$ cat config.mk
export PLATFORM = sky130hd
export DESIGN_NAME = multi_board_coincidence_tracker_unit
export DESIGN_NICKNAME = d
export VERILOG_FILES = /design/src/mbct_pkg.sv /design/src/mbct_cell.sv /design/src/mbct_scan.sv /design/src/multi_board_coincidence_tracker_unit.sv
export SDC_FILE = /design/constraint.sdc
export NUM_CORES = 2
export LEC_CHECK = 0
export BUFFER_PORTS_ARGS = -buffer_cell sky130_fd_sc_hd__buf_2
export CORE_ASPECT_RATIO = 1.2
export CORE_MARGIN = 1.5
export CORE_UTILIZATION = 41
export DETAILED_ROUTE_END_ITERATION = 12
export HOLD_SLACK_MARGIN = 0.02
export SYNTH_ARGS = -nofsm -noshare
export SYNTH_HDL_FRONTEND = slang
export SYNTH_HIERARCHICAL = 1
export SYNTH_SLANG_ARGS = --single-unit
export TNS_END_PERCENT = 100
$ cat constraint.sdc
create_clock -name i_clk -period 11.86 [get_ports i_clk]
set_clock_uncertainty 0.15 [all_clocks]
set_input_delay 0.593 -clock i_clk [delete_from_list [all_inputs] [get_ports i_clk]]
set_output_delay 0.593 -clock i_clk [all_outputs]
set_load 0.02 [all_outputs]
$ cat src/mbct_pkg.sv
// shared constants and types for the multi-board coincidence tracker
`timescale 1ns / 1ps

package mbct_pkg;

    // defaults for the top level parameters
    localparam int BOARDS_DEF    = 16;
    localparam int TIME_BITS_DEF = 48;

    // fixed field widths
    localparam int BOARD_W    = 4;
    localparam int OUT_TIME_W = 48;
    localparam int MASK_W     = 16;
    localparam int COUNT_W    = 5;
    localparam int NBRD_W     = 5;
    localparam int WINDOW_W   = 32;
    localparam int CFG_IDX_W  = 2;
    localparam int CFG_DATA_W = 32;

    localparam int COUNT_MAX = 31;

    // configuration register indexes
    localparam logic [CFG_IDX_W-1:0] REG_BOARDS_IN_USE = 2'd0;
    localparam logic [CFG_IDX_W-1:0] REG_WINDOW        = 2'd1;

    // configuration reset values
    localparam logic [NBRD_W-1:0]   BOARDS_IN_USE_RST = 5'd16;
    localparam logic [WINDOW_W-1:0] WINDOW_RST        = 32'd1000;

    // per-cell control from the sequencer
    typedef struct packed {
        logic shift;
        logic load;
    } t_cell_ctrl;

    // control for the scan unit at the head of the chain
    typedef struct packed {
        logic pass1;
        logic pass2;
        logic first;
        logic in_use;
    } t_scan_ctrl;

endpackage

$ cat src/mbct_cell.sv
// one timestamp cell of the rotating board chain
`timescale 1ns / 1ps

module mbct_cell import mbct_pkg::*; #(
    parameter int TIME_BITS = TIME_BITS_DEF
) (
    input  logic                 i_clk,
    input  logic                 i_rst_n,
    input  t_cell_ctrl           i_ctrl,
    input  logic [TIME_BITS-1:0] i_load_time,
    input  logic [TIME_BITS-1:0] i_next_time,
    output logic [TIME_BITS-1:0] o_time
);

    logic [TIME_BITS-1:0] r_time;

    always_ff @(posedge i_clk) begin
        if (!i_rst_n) begin
            // latest possible time
            r_time <= '1;
        end else if (i_ctrl.load) begin
            r_time <= i_load_time;
        end else if (i_ctrl.shift) begin
            r_time <= i_next_time;
        end
    end

    assign o_time = r_time;

endmodule

$ cat src/mbct_scan.sv
// head-of-chain unit: min and second search, then coincidence pass
`timescale 1ns / 1ps

module mbct_scan import mbct_pkg::*; #(
    parameter int   BOARDS    = BOARDS_DEF,
    parameter int   TIME_BITS = TIME_BITS_DEF,
    localparam int  IDX_W     = (BOARDS > 1) ? $clog2(BOARDS) : 1
) (
    input  logic                 i_clk,
    input  t_scan_ctrl           i_ctrl,
    input  logic [IDX_W-1:0]     i_idx,
    input  logic [TIME_BITS-1:0] i_head_time,
    input  logic [WINDOW_W-1:0]  i_window,
    output logic [TIME_BITS-1:0] o_min_time,
    output logic [IDX_W-1:0]     o_min_idx,
    output logic [TIME_BITS-1:0] o_sec_time,
    output logic [IDX_W-1:0]     o_sec_idx,
    output logic                 o_sec_valid,
    output logic [MASK_W-1:0]    o_mask,
    output logic [COUNT_W-1:0]   o_count
);

    localparam int CMP_W = (TIME_BITS > WINDOW_W) ? TIME_BITS : WINDOW_W;

    logic [TIME_BITS-1:0] r_min, n_min;
    logic [IDX_W-1:0]     r_min_idx, n_min_idx;
    logic [TIME_BITS-1:0] r_sec, n_sec;
    logic [IDX_W-1:0]     r_sec_idx, n_sec_idx;
    logic                 r_sec_valid, n_sec_valid;
    logic [MASK_W-1:0]    r_mask, n_mask;
    logic [COUNT_W-1:0]   r_count, n_count;
    logic [TIME_BITS-1:0] diff;

    assign diff = i_head_time - r_min;

    always_comb begin
        n_min       = r_min;
        n_min_idx   = r_min_idx;
        n_sec       = r_sec;
        n_sec_idx   = r_sec_idx;
        n_sec_valid = r_sec_valid;
        n_mask      = r_mask;
        n_count     = r_count;

        if (i_ctrl.pass1) begin
            if (i_ctrl.first) begin
                n_min       = i_head_time;
                n_min_idx   = i_idx;
                n_sec_valid = 1'b0;
            end else if (i_ctrl.in_use) begin
                if (i_head_time < r_min) begin
                    // old minimum drops to second place
                    n_sec       = r_min;
                    n_sec_idx   = r_min_idx;
                    n_sec_valid = 1'b1;
                    n_min       = i_head_time;
                    n_min_idx   = i_idx;
                end else if (!r_sec_valid || i_head_time < r_sec) begin
                    n_sec       = i_head_time;
                    n_sec_idx   = i_idx;
                    n_sec_valid = 1'b1;
                end
            end
        end

        if (i_ctrl.pass2) begin
            if (i_ctrl.first) begin
                n_mask  = '0;
                n_count = '0;
            end
            if (i_ctrl.in_use && (CMP_W'(diff) < CMP_W'(i_window))) begin
                // boards above the mask width shift out to nothing
                n_mask = n_mask | (MASK_W'(1) << i_idx);
                if (n_count != COUNT_W'(COUNT_MAX)) begin
                    n_count = n_count + COUNT_W'(1);
                end
            end
        end
    end

    always_ff @(posedge i_clk) begin
        r_min       <= n_min;
        r_min_idx   <= n_min_idx;
        r_sec       <= n_sec;
        r_sec_idx   <= n_sec_idx;
        r_sec_valid <= n_sec_valid;
        r_mask      <= n_mask;
        r_count     <= n_count;
    end

    assign o_min_time  = r_min;
    assign o_min_idx   = r_min_idx;
    assign o_sec_time  = r_sec;
    assign o_sec_idx   = r_sec_idx;
    assign o_sec_valid = r_sec_valid;
    assign o_mask      = r_mask;
    assign o_count     = r_count;

endmodule

$ cat src/multi_board_coincidence_tracker_unit.sv
// top level: board timestamp chain, scan sequencer, result register
// Multi-board coincidence tracker.
// Input channel (i_in_valid / o_in_stall): a request carries a board index and
// its new event timestamp. The timestamp is written into that board's cell at
// the accepting edge if the board is among the boards in use.
// The cells then rotate through the scan unit at the head of the chain twice,
// one board per cycle: the first lap finds the earliest and second earliest
// times, the second lap marks the boards within the window of the minimum.
// After the two laps the chain is back in board order.
// One request is in work at a time: the input stalls from the accepting edge
// until both laps are done and the result has moved into the output register.
// Output channel (o_out_valid / i_out_stall): the result sits in an output
// register; a new request is accepted while it waits. If the receiver still
// stalls when the next scan ends, that result waits in the scan unit and the
// input stays stalled.
// Configuration (i_cfg_valid / o_cfg_ready) is always ready; index 0 is the
// number of boards in use, index 1 the window in ticks.
// Reset sets every board time to all ones, 16 boards in use, window 1000.
`timescale 1ns / 1ps

module multi_board_coincidence_tracker_unit import mbct_pkg::*; #(
    parameter int BOARDS    = BOARDS_DEF,
    parameter int TIME_BITS = TIME_BITS_DEF
) (
    input  logic                  i_clk,
    input  logic                  i_rst_n,
    // input channel
    input  logic                  i_in_valid,
    output logic                  o_in_stall,
    input  logic [BOARD_W-1:0]    i_board,
    input  logic [OUT_TIME_W-1:0] i_timestamp,
    // output channel
    output logic                  o_out_valid,
    input  logic                  i_out_stall,
    output logic [OUT_TIME_W-1:0] o_min_time,
    output logic [BOARD_W-1:0]    o_min_board,
    output logic [OUT_TIME_W-1:0] o_second_time,
    output logic [BOARD_W-1:0]    o_second_board,
    output logic [MASK_W-1:0]     o_coincident_mask,
    output logic [COUNT_W-1:0]    o_coincident_count,
    // configuration
    input  logic                  i_cfg_valid,
    output logic                  o_cfg_ready,
    input  logic [CFG_IDX_W-1:0]  i_cfg_index,
    input  logic [CFG_DATA_W-1:0] i_cfg_data
);

    localparam int IDX_W = (BOARDS > 1) ? $clog2(BOARDS) : 1;
    localparam int N_W   = $clog2(BOARDS + 1);
    localparam logic [IDX_W-1:0] IDX_LAST = IDX_W'(BOARDS - 1);

    typedef enum logic [1:0] {
        ST_IDLE,
        ST_PASS1,
        ST_PASS2,
        ST_DONE
    } t_state;

    t_state                r_state;
    logic [IDX_W-1:0]      r_idx;
    logic                  r_out_valid;
    logic [OUT_TIME_W-1:0] r_min_time;
    logic [BOARD_W-1:0]    r_min_board;
    logic [OUT_TIME_W-1:0] r_second_time;
    logic [BOARD_W-1:0]    r_second_board;
    logic [MASK_W-1:0]     r_mask;
    logic [COUNT_W-1:0]    r_count;

    logic [NBRD_W-1:0]     r_boards_in_use;
    logic [WINDOW_W-1:0]   r_window;

    logic                  in_accept;
    logic                  out_free;
    logic                  board_ok;
    logic [N_W-1:0]        nb_eff;
    logic [TIME_BITS-1:0]  load_time;
    logic                  scanning;
    t_scan_ctrl            scan_ctrl;
    t_cell_ctrl            cell_ctrl [BOARDS];
    logic [TIME_BITS-1:0]  cell_time [BOARDS];

    logic [TIME_BITS-1:0]  scan_min_time;
    logic [IDX_W-1:0]      scan_min_idx;
    logic [TIME_BITS-1:0]  scan_sec_time;
    logic [IDX_W-1:0]      scan_sec_idx;
    logic                  scan_sec_valid;
    logic [MASK_W-1:0]     scan_mask;
    logic [COUNT_W-1:0]    scan_count;

    logic [63:0]           min_wide;
    logic [63:0]           sec_wide;
    logic [63:0]           ts_wide;
    logic [7:0]            min_idx_wide;
    logic [7:0]            sec_idx_wide;

    // configuration registers
    assign o_cfg_ready = 1'b1;

    always_ff @(posedge i_clk) begin
        if (!i_rst_n) begin
            r_boards_in_use <= BOARDS_IN_USE_RST;
            r_window        <= WINDOW_RST;
        end else if (i_cfg_valid && o_cfg_ready) begin
            case (i_cfg_index)
                REG_BOARDS_IN_USE: r_boards_in_use <= i_cfg_data[NBRD_W-1:0];
                REG_WINDOW:        r_window        <= i_cfg_data[WINDOW_W-1:0];
                default:           ;
            endcase
        end
    end

    // boards in use, clamped to 1..BOARDS
    always_comb begin
        if (r_boards_in_use == '0) begin
            nb_eff = N_W'(1);
        end else if (int'(r_boards_in_use) > BOARDS) begin
            nb_eff = N_W'(BOARDS);
        end else begin
            nb_eff = N_W'(r_boards_in_use);
        end
    end

    assign o_in_stall = (r_state != ST_IDLE);
    assign in_accept  = i_in_valid && !o_in_stall;
    assign out_free   = !r_out_valid || !i_out_stall;
    assign board_ok   = (8'(i_board) < 8'(nb_eff));
    assign ts_wide    = 64'(i_timestamp);
    assign load_time  = ts_wide[TIME_BITS-1:0];
    assign scanning   = (r_state == ST_PASS1) || (r_state == ST_PASS2);

    assign scan_ctrl.pass1  = (r_state == ST_PASS1);
    assign scan_ctrl.pass2  = (r_state == ST_PASS2);
    assign scan_ctrl.first  = (r_idx == '0);
    assign scan_ctrl.in_use = (N_W'(r_idx) < nb_eff);

    // ring of cells, cell 0 at the head; a full lap restores board order
    for (genvar k = 0; k < BOARDS; k++) begin : g_cell
        assign cell_ctrl[k].shift = scanning;
        assign cell_ctrl[k].load  = in_accept && board_ok && (int'(i_board) == k);

        mbct_cell #(
            .TIME_BITS (TIME_BITS)
        ) u_cell (
            .i_clk       (i_clk),
            .i_rst_n     (i_rst_n),
            .i_ctrl      (cell_ctrl[k]),
            .i_load_time (load_time),
            .i_next_time (cell_time[(k + 1) % BOARDS]),
            .o_time      (cell_time[k])
        );
    end

    mbct_scan #(
        .BOARDS    (BOARDS),
        .TIME_BITS (TIME_BITS)
    ) u_scan (
        .i_clk       (i_clk),
        .i_ctrl      (scan_ctrl),
        .i_idx       (r_idx),
        .i_head_time (cell_time[0]),
        .i_window    (r_window),
        .o_min_time  (scan_min_time),
        .o_min_idx   (scan_min_idx),
        .o_sec_time  (scan_sec_time),
        .o_sec_idx   (scan_sec_idx),
        .o_sec_valid (scan_sec_valid),
        .o_mask      (scan_mask),
        .o_count     (scan_count)
    );

    assign min_wide     = 64'(scan_min_time);
    assign sec_wide     = 64'(scan_sec_time);
    assign min_idx_wide = 8'(scan_min_idx);
    assign sec_idx_wide = 8'(scan_sec_idx);

    // sequencer and result register
    always_ff @(posedge i_clk) begin
        if (!i_rst_n) begin
            r_state     <= ST_IDLE;
            r_idx       <= '0;
            r_out_valid <= 1'b0;
        end else begin
            // the done state refills the output register itself
            if (r_out_valid && !i_out_stall && (r_state != ST_DONE)) begin
                r_out_valid <= 1'b0;
            end
            case (r_state)
                ST_IDLE: begin
                    if (in_accept) begin
                        r_state <= ST_PASS1;
                        r_idx   <= '0;
                    end
                end
                ST_PASS1: begin
                    if (r_idx == IDX_LAST) begin
                        r_state <= ST_PASS2;
                        r_idx   <= '0;
                    end else begin
                        r_idx <= r_idx + IDX_W'(1);
                    end
                end
                ST_PASS2: begin
                    if (r_idx == IDX_LAST) begin
                        r_state <= ST_DONE;
                        r_idx   <= '0;
                    end else begin
                        r_idx <= r_idx + IDX_W'(1);
                    end
                end
                ST_DONE: begin
                    if (out_free) begin
                        r_out_valid    <= 1'b1;
                        r_min_time     <= min_wide[OUT_TIME_W-1:0];
                        r_min_board    <= min_idx_wide[BOARD_W-1:0];
                        r_second_time  <= scan_sec_valid ? sec_wide[OUT_TIME_W-1:0] : '1;
                        r_second_board <= scan_sec_valid ? sec_idx_wide[BOARD_W-1:0] : '0;
                        r_mask         <= scan_mask;
                        r_count        <= scan_count;
                        r_state        <= ST_IDLE;
                    end
                end
                default: begin
                    r_state <= ST_IDLE;
                end
            endcase
        end
    end

    assign o_out_valid        = r_out_valid;
    assign o_min_time         = r_min_time;
    assign o_min_board        = r_min_board;
    assign o_second_time      = r_second_time;
    assign o_second_board     = r_second_board;
    assign o_coincident_mask  = r_mask;
    assign o_coincident_count = r_count;

    // an accepted request always starts the first lap
    a_accept_starts_scan : assert property (@(posedge i_clk) disable iff (!i_rst_n)
        in_accept |=> (r_state == ST_PASS1))
        else $error("accepted request did not start the scan");

    // a fresh result only comes out of the finished scan
    a_result_from_done : assert property (@(posedge i_clk) disable iff (!i_rst_n)
        $rose(o_out_valid) |-> ($past(r_state) == ST_DONE))
        else $error("result raised outside the done state");

    // every marked board was also counted
    a_mask_within_count : assert property (@(posedge i_clk) disable iff (!i_rst_n)
        o_out_valid |-> ($countones(o_coincident_mask) <= int'(o_coincident_count)))
        else $error("coincidence mask has more boards than the count");

endmodule

==> flow_summary_export.csv <==
group,metric,value,unit
place,place_area,53440,um^2
pwr,comb_power_share,0.310,
place,portBuffers,217,
finish,nFillCells,11920,
finish,finalNetCount,5187,
grt,grt_pass1_vias,34920,
floorplan,die_y,393.9,um
synth,ys_async_sr_fraction,0,
sta,final.min_clock_period,6.737,ns
sta,hold_viol_final,0,
pwr,ir_worst_vdd,0.0003374,V
synth,yosysTopAreaCell,"dfxtp_1",
finish,syn_to_final_growth,9.756,%
synth,synth_top_cell_area_share,0.3114,
grt,grt_usage,0.2229,
pwr,seqPwrFrac,0.375,
pwr,p_sw,3.565,mW
place,place_congestion,0.9048,
pwr,switching_share,0.3285,
run,cap_violations,0,
synth,syn-cell-area,52200,um^2
detailed_routing,post-route-drc-count,0,
clock_network,cts_buffers,107,
clock_network,cts_max_path_buffers,3,
detailed_routing,ant_nets,0,
sta,fin_ws,5.123,ns
worst_setup_path,path_cells,"inv_1 > ha_1 > fa_1 > nand2b_1 > a21oi_1 > nor3b_1 > o21ai_2 > o211ai_1 > and2_1 > o21ai_0 > a31oi_1 > xnor2_1 > ha_1 > a21oi_1 > nor2b_1 > a2111oi_4 > o221ai_1 > or4_1 > a311oi_1 > nand4_1 > nor4_4 > or3b_1 > o2bb2ai_1",
sta,setup_tns,0,ns
synth,synth_fp_nets,5153,
finish,regArea,23790,um^2
detailed_routing,routed_wl,148.9,mm
sta,hold_ws,0.07308,ns
worst_setup_path,required,12.25,ns
detailed_routing,wl_per_cell,22.17,um
worst_setup_path,max_stage_delay,0.58,ns
worst_setup_path,r2r-start,"g_cell[0].u_cell/o_time[0]$_SDFFE_PN1P_",
synth,synth_edf_count,251,
worst_setup_path,critPathMaxFanout,8,
floorplan,io_pins,219,
detailed_routing,drt_iter0_drc,2828,
worst_setup_path,r2r_end,"u_scan/o_mask[3]$_DFFE_PP_",
pwr,p_total,10.85,mW
finish,final_layout_size_suffix_gt1_frac,0.09871,
hold_path,min_from,"i_cfg_data[27]",
clock_network,cts_setup_buffers,0,
clock_network,cts-hold-fix-buffers,32,
worst_setup_path,crit_path_end_kind,"flop",
synth,synth-main-ff-cell,"dfxtp_1",
finish,final_area,57290,um^2
worst_setup_path,cp_slowest_cell,"or4_1",
clock_network,htree_levels,3,
clock_network,clkLatencyLatePin,0.72,ns
synth,yosysWarnings,6,
outcome,status,"finished, final reports clean",
hold_path,hold_path_depth,3,
synth,synthTopCellsByArea,"dfxtp_1 31%, mux2i_1 15%, edfxtp_1 14%",
hold_path,min_path_type,"primary input to flop",
floorplan,start_util,0.4126,
synth,avgSynthCellArea,10.60,um^2
floorplan,dieArea,129500,um^2
sta,fin_crit_sh,0.5681,
sta,finalSetupViolCount,0,
detailed_routing,dr_total_vias,36720,
sta,worstMarginPinSlew,1.226,ns
pwr,total_leakage_power,25.38,nW
clock_network,cts_resized,0,
worst_setup_path,rr_worst_depth,23,
synth,ys_ff_latch,1063,
sta,finalMaxSlewViolations,0,
place,dpl_worst_slack,5.198,ns
floorplan,core_area,126500,um^2
finish,multi_input_area,25440,um^2
worst_setup_path,startpoint_type,"flop",
worst_setup_path,ff2ff_setup_slack,5.12,ns
pwr,power_frac_clock,0.315,
hold_path,min_to,"r_window[27]$_SDFFE_PN0P_",
grt,grt_max_degree,199,
detailed_routing,firstDrtPassIters,5,
sta,slew_headroom,0.1767,
sta,fmax,148.4,MHz
clock_network,cts_tree,"done",
worst_setup_path,crit_type,"flop to flop",
clock_network,root_buffer,"clkbuf_16",
pwr,p_int,7.288,mW
place,place_hpwl,90.27,mm
clock_network,clk_pin_slew,0.06,ns
detailed_routing,avgViaCountPerCell,5.465,
grt,grt_pass1_wl,224.4,mm
sta,rsz0062_at_grt,"no",
worst_setup_path,arrival,7.13,ns
clock_network,clock-sinks,1063,
grt,grt.overflow.total,0,
synth,ys_seq_area_frac,0.4558,
pwr,p_per_area,189.5,nW/um^2
grt,antenna_found_initial,20,
floorplan,die_x,328.7,um
synth,synth_cell_types,78,
synth,netlist_instances,4922,
floorplan,num_rows,143,
==> worst max path at each step <==
stage / from / to / slack (ns)
2_1_floorplan: i_rst_n / o_coincident_count[0]$_DFFE_PP_ / 4.03
3_3_place_gp: g_cell[0].u_cell/o_time[0]$_SDFFE_PN1P_ / u_scan/o_mask[3]$_DFFE_PP_ / 5.29
3_5_place_dp: g_cell[0].u_cell/o_time[0]$_SDFFE_PN1P_ / u_scan/o_mask[3]$_DFFE_PP_ / 5.20
4_1_cts: g_cell[0].u_cell/o_time[0]$_SDFFE_PN1P_ / u_scan/o_mask[3]$_DFFE_PP_ / 5.17
5_1_grt: g_cell[0].u_cell/o_time[0]$_SDFFE_PN1P_ / u_scan/o_mask[3]$_DFFE_PP_ / 4.76
6_report: g_cell[0].u_cell/o_time[0]$_SDFFE_PN1P_ / u_scan/o_mask[3]$_DFFE_PP_ / 5.12
==> sequential cells by signal, summed over array words and instances, names as in the netlist, 5 cells and up <==
register	flops
u_scan/o_mask	16
u_scan/o_min_time	48
o_coincident_mask	16
o_min_time	48
g_cell.u_cell/o_time	768
u_scan/o_sec_time	48
u_scan/o_count	5
r_window	32
o_second_time	48
o_coincident_count	5
r_boards_in_use	5
==> cell usage after synthesis (all sizes together) (5+ instances only) <==
master   instances
and3            10
a31oi            8
and2            15
nor3            20
inv            149
clkbuf         176
dfxtp          812
o21ai          105
and3b          754
a21boi          28
nand2b          63
a21oi          841
mux2             7
nand2          201
nor4             6
o211ai          12
buf            205
nand3           34
or3              5
ha             139
xor2            11
and4             6
o21a             6
mux2i          782
nor3b            5
xnor2           20
edfxtp         251
a2bb2oi         17
nand4           28
nand3b           7
a211oi           7
o2bb2ai         16
nor2b           32
nor2            50
a21o            45
==> placed cells by master, fill, tap and decap left out, types with 20 or more instances in the layout <==
| cell type | netlist | final |
|---|---|---|
| a21oi_1 | 840 | 839 |
| dfxtp_1 | 812 | 812 |
| mux2i_1 | 782 | 782 |
| and3b_1 | 754 | 754 |
| edfxtp_1 | 251 | 251 |
| buf_2 | 74 | 216 |
| nand2_1 | 201 | 201 |
| inv_1 | 149 | 149 |
| ha_1 | 139 | 138 |
| clkbuf_16 | 0 | 110 |
| o21ai_0 | 98 | 98 |
| nand2b_1 | 63 | 62 |
| buf_4 | 81 | 54 |
| a21o_1 | 45 | 45 |
| nor2_1 | 50 | 38 |
| nand3_1 | 34 | 34 |
| dlygate4sd3_1 | 0 | 32 |
| clkbuf_1 | 174 | 31 |
| nand4_1 | 28 | 28 |
| a21boi_0 | 28 | 28 |
| xnor2_1 | 20 | 20 |
==> power groups by stage <==
stage	logic, mW	registers [mW]	clock network (mW)
2_1_floorplan	3.21	4.12	0
3_3_place_gp	3.33	4.14	0
3_5_place_dp	3.35	4.15	0
4_1_cts	3.37	4.07	3.49
5_1_grt	3.58	4.08	3.63
6_report	3.37	4.07	3.42
==> per-layer routing <==
metal	wire, um	GRT usage
met3	7337	0.03206
met5	106	0
met4	2939	0.05719
met1	69420	0.3097
met2	69140	0.3613
==> cell families (layout without fill, tap and decap cells) <==
logic type               after synthesis  count (layout)  share of synthesized area
AND/OR/NAND/NOR                     1245            1245                     0.1741
AO/OA/AOI/OAI                       1123            1123                     0.1186
flip-flops                          1063            1063                     0.4558
multiplexers                         789             789                     0.1515
buffers and inverters                530             653                    0.06101
adder cells (fa/ha/maj)              140             140                    0.03370
XOR/XNOR                              31              31                   0.005202
other                                  1               8                 0.00007184
==> through the flow <==
step,util,std cells
after floorplan,-,4922
after CTS,0.4527,6712
after detailed placement,0.4225,6482
after global placement,0.4225,6482
final,0.4529,6719
after global routing,0.4528,6713
==> worst max-delay path, delay by kind of cell (launching register included) <==
family | cells | cell delay (ns)
compound gates | 10 | 2.40
xor+xnor | 1 | 0.15
fa+ha+maj | 3 | 0.93
buf+inv | 1 | 0.07
flops | 1 | 0.41
simple gates | 8 | 2.45
==> final cells by class <==
type                            count  area share
Antenna cell                        7   0.0003058
Clock buffer                      157     0.05392
Clock inverter                     41    0.007295
Inverter                          149    0.009763
Multi-Input combinational cell   3329      0.4441
Sequential cell                  1063      0.4153
Tap cell                         1667     0.03641
Timing Repair Buffer              306     0.03285
Note: power is estimated with default switching activity, not from simulation.
